### config.mk
export PLATFORM = sky130hd
export DESIGN_NAME = ising_metropolis_update
export DESIGN_NICKNAME = d
export VERILOG_FILES = /design/src/rtl/imu_pkg.sv /design/src/rtl/imu_ctrl.sv /design/src/rtl/imu_datapath.sv /design/src/rtl/ising_metropolis_update.sv
export SDC_FILE = /design/constraint.sdc
export NUM_CORES = 1
export LEC_CHECK = 0
export ABC_CLOCK_PERIOD_IN_PS = 7700
export BUFFER_PORTS_ARGS = -buffer_cell sky130_fd_sc_hd__buf_4
export CORE_AREA = 2 2 196 140
export DETAILED_ROUTE_END_ITERATION = 10
export DIE_AREA = 0 0 198 142
export GPL_ROUTABILITY_DRIVEN = 0
export PLACE_DENSITY_LB_ADDON = 0.1
export SETUP_SLACK_MARGIN = 0.2
export SLEW_MARGIN = 10
export SYNTH_ARGS = -nofsm -noshare
export SYNTH_HDL_FRONTEND = slang
export SYNTH_SLANG_ARGS = --single-unit
### constraint.sdc
create_clock -name clock -period 7.7 [get_ports clock]
set_clock_uncertainty 0.2 [all_clocks]
set_input_delay 0.385 -clock clock [delete_from_list [all_inputs] [get_ports clock]]
set_output_delay 0.385 -clock clock [all_outputs]
set_load 0.005 [all_outputs]
### src/rtl/imu_pkg.sv
// shared types and constants for the ising metropolis update block
// no dependencies; imported by imu_ctrl, imu_datapath, ising_metropolis_update and the testbench
package imu_pkg;

   // lattice geometry
   localparam int SIDE   = 8;
   localparam int SITES  = SIDE * SIDE;
   localparam int SITE_W = 6;

   // datapath widths
   localparam int ENERGY_W     = 9;
   localparam int OUT_ENERGY_W = 8;
   localparam int NSUM_W       = 4;
   localparam int THR_W        = 16;
   localparam int RND_W        = 16;
   localparam int THR_COUNT    = 4;
   localparam int THR_IDX_W    = 2;
   localparam int CSR_IDX_W    = 2;

   // energy of the all-minus lattice, every bond contributes one
   localparam logic signed [ENERGY_W-1:0] ENERGY_RESET = ENERGY_W'(2 * SIDE * (SIDE - 1));

   // operation codes
   localparam logic OP_LOAD    = 1'b0;
   localparam logic OP_ATTEMPT = 1'b1;

   // register indexes
   localparam logic [CSR_IDX_W-1:0] CSR_THR_TWO   = 2'd0;
   localparam logic [CSR_IDX_W-1:0] CSR_THR_FOUR  = 2'd1;
   localparam logic [CSR_IDX_W-1:0] CSR_THR_SIX   = 2'd2;
   localparam logic [CSR_IDX_W-1:0] CSR_THR_EIGHT = 2'd3;

   // threshold reset values, fractions of exp(-delta/T)
   localparam logic [THR_W-1:0] THR_RESET [THR_COUNT] = '{16'd24109, 16'd8869, 16'd3263, 16'd1200};

   // which lattice site a read targets
   typedef enum logic [2:0] {
      DIR_CENTER,
      DIR_UP,
      DIR_DOWN,
      DIR_LEFT,
      DIR_RIGHT
   } dir_type;

   // commands from the controller to the datapath
   typedef struct packed {
      logic    capture;
      logic    issue;
      dir_type dir;
      logic    commit;
   } cmd_type;

endpackage

### src/rtl/imu_ctrl.sv
// controller state machine of the ising metropolis update block
// sequences the five spin reads, the commit and the response slot; uses imu_pkg
module imu_ctrl (
   input  logic             clock,
   input  logic             reset,
   input  logic             req_tvalid,
   output logic             req_tready,
   output logic             rsp_tvalid,
   input  logic             rsp_tready,
   output imu_pkg::cmd_type cmd
);
   import imu_pkg::*;

   typedef enum logic [1:0] {
      S_IDLE,
      S_READ,
      S_WAIT,
      S_COMMIT
   } state_type;

   state_type state_ff, state_in;
   dir_type   dir_ff, dir_in;
   logic      rsp_valid_ff, rsp_valid_in;
   logic      commit_go;

   // commit only when the response slot is free or being drained
   assign commit_go = (state_ff == S_COMMIT) && (!rsp_valid_ff || rsp_tready);

   // handshake and command outputs
   always_comb begin
      req_tready  = (state_ff == S_IDLE);
      rsp_tvalid  = rsp_valid_ff;
      cmd.capture = (state_ff == S_IDLE) && req_tvalid;
      cmd.issue   = (state_ff == S_READ);
      cmd.dir     = dir_ff;
      cmd.commit  = commit_go;
   end

   // next state and read direction
   always_comb begin
      state_in     = state_ff;
      dir_in       = dir_ff;
      rsp_valid_in = rsp_valid_ff;
      if (commit_go) begin
         rsp_valid_in = 1'b1;
      end else if (rsp_tready) begin
         rsp_valid_in = 1'b0;
      end
      case (state_ff)
         S_IDLE: begin
            if (req_tvalid) begin
               state_in = S_READ;
               dir_in   = DIR_CENTER;
            end
         end
         S_READ: begin
            case (dir_ff)
               DIR_CENTER: dir_in = DIR_UP;
               DIR_UP:     dir_in = DIR_DOWN;
               DIR_DOWN:   dir_in = DIR_LEFT;
               DIR_LEFT:   dir_in = DIR_RIGHT;
               default:    state_in = S_WAIT;
            endcase
         end
         S_WAIT: begin
            state_in = S_COMMIT;
         end
         S_COMMIT: begin
            if (commit_go) begin
               state_in = S_IDLE;
            end
         end
         default: begin
            state_in = S_IDLE;
         end
      endcase
   end

   // state and registered outputs
   always_ff @(posedge clock) begin
      if (reset) begin
         state_ff     <= S_IDLE;
         dir_ff       <= DIR_CENTER;
         rsp_valid_ff <= 1'b0;
      end else begin
         state_ff     <= state_in;
         dir_ff       <= dir_in;
         rsp_valid_ff <= rsp_valid_in;
      end
   end

endmodule

### src/rtl/imu_datapath.sv
// datapath of the ising metropolis update block: spin memory, neighbor sum,
// energy register, thresholds and response payload; uses imu_pkg
module imu_datapath (
   input  logic                             clock,
   input  logic                             reset,
   input  imu_pkg::cmd_type                 cmd,
   input  logic                             req_operation,
   input  logic [imu_pkg::SITE_W-1:0]       req_site,
   input  logic                             req_spin_value,
   input  logic [imu_pkg::RND_W-1:0]        req_random_fraction,
   input  logic                             csr_write,
   input  logic [imu_pkg::CSR_IDX_W-1:0]    csr_index,
   input  logic [imu_pkg::THR_W-1:0]        csr_data,
   output logic [imu_pkg::OUT_ENERGY_W-1:0] rsp_energy,
   output logic                             rsp_accepted,
   output logic                             rsp_spin_after
);
   import imu_pkg::*;

   // captured request
   logic              op_ff;
   logic [SITE_W-1:0] site_ff;
   logic              newbit_ff;
   logic [RND_W-1:0]  rnd_ff;

   // spin memory, valid bits stand for the all-minus reset
   logic             spin_mem [SITES];
   logic [SITES-1:0] valid_ff;
   logic             mem_q_ff, vld_q_ff;
   logic             rd_bit;

   // read tracking and accumulation
   logic                     rd_pend_ff;
   dir_type                  rd_dir_ff;
   logic                     rd_exist_ff;
   logic signed [NSUM_W-1:0] nsum_ff;
   logic                     center_ff;

   logic signed [ENERGY_W-1:0] energy_ff;
   logic [THR_W-1:0]           thr_ff [THR_COUNT];

   logic [OUT_ENERGY_W-1:0] energy_out_ff;
   logic                    acc_out_ff, spin_out_ff;

   // neighbor addressing
   logic [SITE_W-1:0] col;
   logic [SITE_W:0]   site_ext;
   logic              has_up, has_down, has_left, has_right, in_range;
   logic [SITE_W-1:0] rd_addr;
   logic              rd_exist;

   // commit decision
   logic signed [ENERGY_W-1:0] n2, flip_delta, delta;
   logic [NSUM_W-1:0]          nmag;
   logic [THR_IDX_W-1:0]       thr_idx;
   logic                       keep, wr_en, new_spin, acc, spin_after;
   logic signed [ENERGY_W-1:0] energy_next;

   // which neighbors exist at the edges
   always_comb begin
      site_ext  = {1'b0, site_ff};
      col       = SITE_W'(site_ff % SIDE);
      in_range  = site_ext < (SITE_W + 1)'(SITES);
      has_up    = site_ext >= (SITE_W + 1)'(SIDE);
      has_down  = (site_ext + (SITE_W + 1)'(SIDE)) < (SITE_W + 1)'(SITES);
      has_left  = col != '0;
      has_right = col != SITE_W'(SIDE - 1);
   end

   // read address for the current step, clamped to the site when absent
   always_comb begin
      rd_addr  = site_ff;
      rd_exist = 1'b0;
      case (cmd.dir)
         DIR_CENTER: begin
            rd_exist = 1'b1;
         end
         DIR_UP: begin
            rd_exist = has_up;
            if (has_up) rd_addr = site_ff - SITE_W'(SIDE);
         end
         DIR_DOWN: begin
            rd_exist = has_down;
            if (has_down) rd_addr = site_ff + SITE_W'(SIDE);
         end
         DIR_LEFT: begin
            rd_exist = has_left;
            if (has_left) rd_addr = site_ff - SITE_W'(1);
         end
         DIR_RIGHT: begin
            rd_exist = has_right;
            if (has_right) rd_addr = site_ff + SITE_W'(1);
         end
         default: begin
            rd_exist = 1'b0;
         end
      endcase
   end

   assign rd_bit = mem_q_ff & vld_q_ff;

   // energy change and acceptance
   always_comb begin
      n2          = {{(ENERGY_W - NSUM_W - 1){nsum_ff[NSUM_W-1]}}, nsum_ff, 1'b0};
      flip_delta  = center_ff ? -n2 : n2;
      nmag        = nsum_ff[NSUM_W-1] ? NSUM_W'(-nsum_ff) : NSUM_W'(nsum_ff);
      thr_idx     = THR_IDX_W'(nmag - NSUM_W'(1));
      keep        = (flip_delta <= 0) || (rnd_ff < thr_ff[thr_idx]);
      wr_en       = 1'b0;
      new_spin    = center_ff;
      delta       = '0;
      acc         = 1'b0;
      case (op_ff)
         OP_LOAD: begin
            wr_en    = 1'b1;
            new_spin = newbit_ff;
            delta    = (newbit_ff == center_ff) ? '0 : flip_delta;
         end
         OP_ATTEMPT: begin
            wr_en    = keep;
            new_spin = ~center_ff;
            delta    = keep ? flip_delta : '0;
            acc      = keep;
         end
         default: begin
            wr_en = 1'b0;
         end
      endcase
      if (!in_range) begin
         wr_en = 1'b0;
         delta = '0;
         acc   = 1'b0;
      end
      spin_after  = in_range & (wr_en ? new_spin : center_ff);
      energy_next = energy_ff + delta;
   end

   // request capture and response payload
   always_ff @(posedge clock) begin
      if (cmd.capture) begin
         op_ff     <= req_operation;
         site_ff   <= req_site;
         newbit_ff <= req_spin_value;
         rnd_ff    <= req_random_fraction;
      end
      if (cmd.commit) begin
         energy_out_ff <= energy_next[OUT_ENERGY_W-1:0];
         acc_out_ff    <= acc;
         spin_out_ff   <= spin_after;
      end
   end

   // spin memory, one read and one write port
   always_ff @(posedge clock) begin
      mem_q_ff <= spin_mem[rd_addr];
      if (cmd.commit && wr_en) begin
         spin_mem[site_ff] <= new_spin;
      end
   end

   // valid bits, read along with the memory
   always_ff @(posedge clock) begin
      if (reset) begin
         valid_ff <= '0;
         vld_q_ff <= 1'b0;
      end else begin
         vld_q_ff <= valid_ff[rd_addr];
         if (cmd.commit && wr_en) begin
            valid_ff[site_ff] <= 1'b1;
         end
      end
   end

   // read tracking, neighbor sum and center spin
   always_ff @(posedge clock) begin
      if (reset) begin
         rd_pend_ff  <= 1'b0;
         rd_dir_ff   <= DIR_CENTER;
         rd_exist_ff <= 1'b0;
         nsum_ff     <= '0;
         center_ff   <= 1'b0;
      end else begin
         rd_pend_ff  <= cmd.issue;
         rd_dir_ff   <= cmd.dir;
         rd_exist_ff <= rd_exist;
         if (cmd.capture) begin
            nsum_ff <= '0;
         end else if (rd_pend_ff) begin
            if (rd_dir_ff == DIR_CENTER) begin
               center_ff <= rd_bit;
            end else if (rd_exist_ff) begin
               nsum_ff <= rd_bit ? nsum_ff + NSUM_W'(1) : nsum_ff - NSUM_W'(1);
            end
         end
      end
   end

   // energy register and thresholds
   always_ff @(posedge clock) begin
      if (reset) begin
         energy_ff <= ENERGY_RESET;
         thr_ff    <= THR_RESET;
      end else begin
         if (cmd.commit) begin
            energy_ff <= energy_next;
         end
         if (csr_write) begin
            case (csr_index)
               CSR_THR_TWO:   thr_ff[0] <= csr_data;
               CSR_THR_FOUR:  thr_ff[1] <= csr_data;
               CSR_THR_SIX:   thr_ff[2] <= csr_data;
               CSR_THR_EIGHT: thr_ff[3] <= csr_data;
               default:       thr_ff[0] <= thr_ff[0];
            endcase
         end
      end
   end

   assign rsp_energy     = energy_out_ff;
   assign rsp_accepted   = acc_out_ff;
   assign rsp_spin_after = spin_out_ff;

endmodule

### src/rtl/ising_metropolis_update.sv
// Metropolis update engine for an 8 x 8 Ising lattice with open edges.
// Request channel (req_): tuser selects load (0) or flip attempt (1), tdata
// carries site, spin to load and a 16-bit random fraction. Each request gives
// exactly one response (rsp_) with the lattice energy after it, the accepted
// flag and the spin at the site afterwards.
// Configuration (csr_): four 16-bit acceptance thresholds, indexes 0 to 3 for
// energy rises of two, four, six and eight; csr_ready is always high. Write
// them only while no request is in flight.
// Timing: one request is in flight at a time. The single read port of the
// spin memory reads the site and its four neighbors one per cycle; a wait
// step follows, then the commit loads the response register. The response
// register frees the engine only when it is empty or being drained: a
// stalled rsp_tready holds the response stable and the request in flight
// waits in its final step.
// Reset (synchronous, active high) sets every spin to minus one, the energy
// to 112 and the thresholds to their defaults; it takes effect at once with
// no clearing pass.
// uses imu_pkg, imu_ctrl and imu_datapath
module ising_metropolis_update (
   input  logic                           clock,
   input  logic                           reset,
   input  logic                           req_tvalid,
   output logic                           req_tready,
   input  logic [23:0]                    req_tdata,  // site, spin_value, random_fraction
   input  logic                           req_tuser,  // operation
   output logic                           rsp_tvalid,
   input  logic                           rsp_tready,
   output logic [15:0]                    rsp_tdata,  // energy, accepted, spin_after
   input  logic                           csr_valid,
   output logic                           csr_ready,
   input  logic [imu_pkg::CSR_IDX_W-1:0]  csr_index,
   input  logic [imu_pkg::THR_W-1:0]      csr_data
);
   import imu_pkg::*;

   cmd_type                 cmd;
   logic [OUT_ENERGY_W-1:0] rsp_energy;
   logic                    rsp_accepted, rsp_spin_after;

   assign csr_ready = 1'b1;

   // controller
   imu_ctrl u_ctrl (
      .clock      (clock),
      .reset      (reset),
      .req_tvalid (req_tvalid),
      .req_tready (req_tready),
      .rsp_tvalid (rsp_tvalid),
      .rsp_tready (rsp_tready),
      .cmd        (cmd)
   );

   // datapath
   imu_datapath u_datapath (
      .clock               (clock),
      .reset               (reset),
      .cmd                 (cmd),
      .req_operation       (req_tuser),
      .req_site            (req_tdata[5:0]),
      .req_spin_value      (req_tdata[6]),
      .req_random_fraction (req_tdata[22:7]),
      .csr_write           (csr_valid & csr_ready),
      .csr_index           (csr_index),
      .csr_data            (csr_data),
      .rsp_energy          (rsp_energy),
      .rsp_accepted        (rsp_accepted),
      .rsp_spin_after      (rsp_spin_after)
   );

   // response packing
   assign rsp_tdata = {6'd0, rsp_spin_after, rsp_accepted, rsp_energy};

endmodule

==> impl_metrics.py <==
metrics = {
    "cts": {
        "cts_tree": "done",
        "cts_setup_buffers": 0,
        "cts_root_buf": "clkbuf_16",
        "cts.sinks": 250,
        "ctsResizeCount": 0,
        "cts_max_path_buffers": 3,
        "clkLatencyLatePin_ns": 0.54,
        "path_clk_slew_ns": 0.06,
        "cts_buffers": 26,
        "ctsHoldBuffers": 42,
        "cts.htree.levels": 1,
    },
    "placement": {
        "port_buffers": 57,
        "dp_slack_ns": 1.50,
        "hpwl_mm": 19.7,
        "placed_area_um2": 12300,
    },
    "synth": {
        "synthArstFlopShare_pct": 0,
        "yosysSeqAreaShare_pct": 51.3,
        "ys_ff_latch": 250,
        "yosysWarnings": 0,
        "synth_area_um2": 11600,
        "synth_top_flop_cell": "dfxtp_1",
        "postSynthAreaPerCell_um2": 9.94,
        "synth_area_leaders": "dfxtp_1 (26%), edfxtp_1 (25%), nand2_1 (6.7%)",
        "synthCells": 1171,
        "synth_edf_count": 97,
        "synth_top_area_cell": "dfxtp_1",
        "synth.distinct_cells": 70,
        "synth_top_area_share_pct": 26.3,
    },
    "route": {
        "drc": 0,
        "dr.pass1.iters": 5,
        "routedWlPerCell_um": 18.6,
        "vias": 8781,
        "drt_iter0_markers": 702,
        "via_per_inst": 5.40,
        "wirelength_mm": 30.3,
        "ant_nets": 0,
    },
    "final_layout": {
        "area_growth_pct": 16.9,
        "fin_nets": 1328,
        "fillCellCount": 2405,
        "antenna_cells": 0,
        "drive_gt1_share_pct": 12.0,
        "register_area_um2": 5980,
        "multi_input_area_um2": 5190,
        "stdcell_area_um2": 13600,
    },
    "global_route": {
        "grt_overflow": 0,
        "grt_max_degree": 81,
        "grt_pass1_wl_mm": 47.1,
        "met1_usage_pct": 35.5,
        "antenna_found_initial": 0,
        "grt_pass1_vias": 8190,
        "track_usage_pct": 21.8,
        "grtUsageMet3_pct": 4.67,
        "top_usage_layer": "met1",
        "grt_util_met2_pct": 29.2,
    },
    "critical_path": {
        "worstRegToRegCells": 24,
        "cp-end-kind": "flip-flop",
        "critPathLaunchType": "flip-flop",
        "worstPathArrival_ns": 6.46,
        "crit_required_ns": 7.96,
        "crit_path_start": "u_datapath.nsum_ff[1]",
        "crit_path_max_fanout": 9,
        "regToRegEndpoint": "u_datapath.energy_ff[7]",
        "slowest_stage": "mux2i_2",
        "r2r_start": "u_datapath.nsum_ff[1]",
        "slowest_delay_ns": 0.61,
        "cp_cell_sequence": "inv_1 -> ha_1 -> mux2i_2 -> buf_4 -> mux4_2 -> inv_1 -> ha_1 -> nand2_1 -> nor4_1 -> inv_1 -> a221oi_1 -> nand3_1 -> o21ai_1 -> nor2_1 -> ha_1 -> fa_1 -> a21oi_1 -> nor2_1 -> nor2_1 -> o21bai_1 -> a21oi_1 -> nor3_1 -> nor3b_1 -> mux2i_1",
        "reg2reg_slack_ns": 1.49,
        "path_class": "flip-flop to flip-flop",
    },
    "timing": {
        "slew-limit-headroom_pct": 37.3,
        "finalWorstPathRequiredPeriod_ns": 6.21,
        "report.final.slew_viol_count": 0,
        "postLayoutSetupSlackWorst_ns": 1.49,
        "setup_tns_ns": 0,
        "rsz0062_at_grt": "false",
        "setup_viol": 0,
        "post-route-period-util_pct": 80.6,
        "fmax_ghz": 0.161,
        "hold_viol": 0,
        "tightest_slew_ns": 0.940,
    },
    "power": {
        "power_frac_seq_pct": 43.3,
        "clock_power_share_pct": 34.8,
        "switchingPower_w": 0.00112,
        "pwr-share-comb_pct": 21.9,
        "intPower_w": 0.00250,
        "switching_share_pct": 31.0,
        "power_leakage_nw": 5.25,
        "irDropWorstVdd_mv": 0.175,
        "p_per_area_nw_per_um2": 266,
    },
    "min_path": {
        "hold_class": "input pin to flip-flop",
        "hold_start": "csr_index[1]",
        "min_to": "u_datapath.thr_ff[54]",
        "holdPathStages": 4,
    },
    "outcome": {
        "status": "complete, no violations",
    },
    "floorplan": {
        "core-area_um2": 26300,
        "die_w_um": 198,
        "io_pins": 67,
        "fp.dieH_um": 142,
        "die-area_um2": 28100,
        "initial_utilization_pct": 44.2,
        "num_rows": 50,
    },
    "run": {
        "cap_violations": 0,
    },
}
==> placed cells by master, fill, tap and decap left out, types with 6 or more instances in the layout <==
cell type,count
inv_1,41
edfxtp_1,97
nand2b_1,6
dfxtp_1,153
conb_1,8
nor2b_1,12
mux2i_1,59
nor3_1,22
clkbuf_16,28
o21a_1,62
nand2_1,207
clkbuf_1,6
mux4_2,17
buf_4,73
a21o_1,7
a21oi_1,70
nor4_1,13
clkbuf_8,7
xnor2_1,9
o21ai_0,11
a211oi_1,14
or3_1,9
nand3_1,62
dlygate4sd3_1,42
ha_1,36
and2_1,9
nor2_1,86
==> worst max-delay path: cells and delay by family (launching register included) <==
| family | cells | cell delay (ns) |
|---|---|---|
| compound gates | 5 | 1.28 |
| fa+ha+maj | 4 | 1.23 |
| buf+inv | 4 | 0.60 |
| flops | 1 | 0.50 |
| mux | 3 | 1.04 |
| simple gates | 8 | 1.25 |
==> how the worst max path moves through the flow <==
stage / end / cells after the start / slack (ns)
floorplan: u_datapath.energy_ff[7] / 26 / 1.61
global placement: u_datapath.energy_ff[7] / 24 / 1.71
detailed placement: u_datapath.energy_ff[7] / 24 / 1.50
CTS: u_datapath.energy_ff[7] / 24 / 1.46
global route: u_datapath.energy_ff[7] / 24 / 1.01
finish: u_datapath.energy_ff[7] / 24 / 1.49
==> metal layers <==
layer / up-vias / part of all wire [%]
met5: - / 0
met1: 4204 / 52
met4: 0 / 1.5
met3: 31 / 7.6
met2: 277 / 39
li1: 4269 / -
==> sequential cells by signal, indices dropped and copies added (netlist names) <==
register	flops
u_datapath.center_ff	1
u_datapath.newbit_ff	1
u_datapath.mem_q_ff	1
u_datapath.rsp_accepted	1
u_datapath.op_ff	1
u_ctrl.rsp_tvalid	1
u_datapath.site_ff	6
u_datapath.rnd_ff	16
u_datapath.rd_exist_ff	1
u_datapath.spin_mem	64
u_datapath.energy_ff	7
u_datapath.rd_dir_ff	3
u_datapath.thr_ff	64
u_datapath.valid_ff	64
u_ctrl.state_ff	2
u_datapath.rsp_spin_after	1
u_datapath.rsp_energy	7
u_datapath.vld_q_ff	1
u_ctrl.dir_ff	3
u_datapath.nsum_ff	4
u_datapath.rd_pend_ff	1
==> power groups by stage <==
stage	combinational (W)	clock, W	sequential, W
after floorplan	0.000540	0	0.00155
after global placement	0.000759	0	0.00159
after detailed placement	0.000761	0	0.00159
after CTS	0.000782	0.00129	0.00156
after global routing	0.000867	0.00134	0.00157
final	0.000794	0.00126	0.00156
==> through the flow <==
stage | util [%] | total power [W] | hold slack, ns | std cells
2_1_floorplan | - | 0.00209 | 0.233 | 1177
3_3_place_gp | 46.8 | 0.00235 | 0.240 | 1536
3_5_place_dp | 46.8 | 0.00235 | 0.247 | 1536
4_1_cts | 51.7 | 0.00363 | 0.0206 | 1626
5_1_grt | 51.7 | 0.00378 | 0.0532 | 1626
6_report | 51.7 | 0.00362 | 0.0472 | 1626
==> cell usage after synthesis (3+ instances only) <==
cell type	n
a211oi_1	14
a21o_1	7
a21oi_1	70
a221o_1	3
a311o_1	3
a311oi_1	3
a31oi_1	3
a32oi_1	4
and2_1	9
and3_1	4
buf_1	6
buf_2	12
buf_4	10
clkbuf_1	48
dfxtp_1	153
edfxtp_1	97
ha_1	36
inv_1	41
mux2i_1	59
mux4_2	17
nand2_1	207
nand2b_1	6
nand3_1	62
nand3b_1	4
nand4_1	5
nor2_1	86
nor2b_1	12
nor3_1	22
nor3b_1	6
nor4_1	13
o211ai_1	5
o21a_1	62
o21ai_0	12
o22ai_1	3
or2_2	5
or3_1	9
xnor2_1	9
xor2_1	4
==> layout make-up <==
type | instances | share of cell area (%)
Tap cell | 364 | 3.35
Inverter | 43 | 1.19
Timing Repair Buffer | 115 | 7.12
Clock buffer | 41 | 6.02
Sequential cell | 250 | 43.9
Clock inverter | 7 | 0.294
Multi-Input combinational cell | 806 | 38.1
==> cell families (layout without fill, tap and decap cells) <==
kind of cell	Yosys count	count (layout)	share of synthesized area (%)
other	2	8	0.0645
and+or+nand+nor	460	460	17.9
muxes	78	78	8.58
adders and majority gates	39	39	4.30
AOI/OAI and AO/OA	207	207	12.1
xor gates and xnor gates	14	14	1.21
buffers and inverters	121	206	4.48
DFF	250	250	51.3
(Power assumes the default switching activity.)
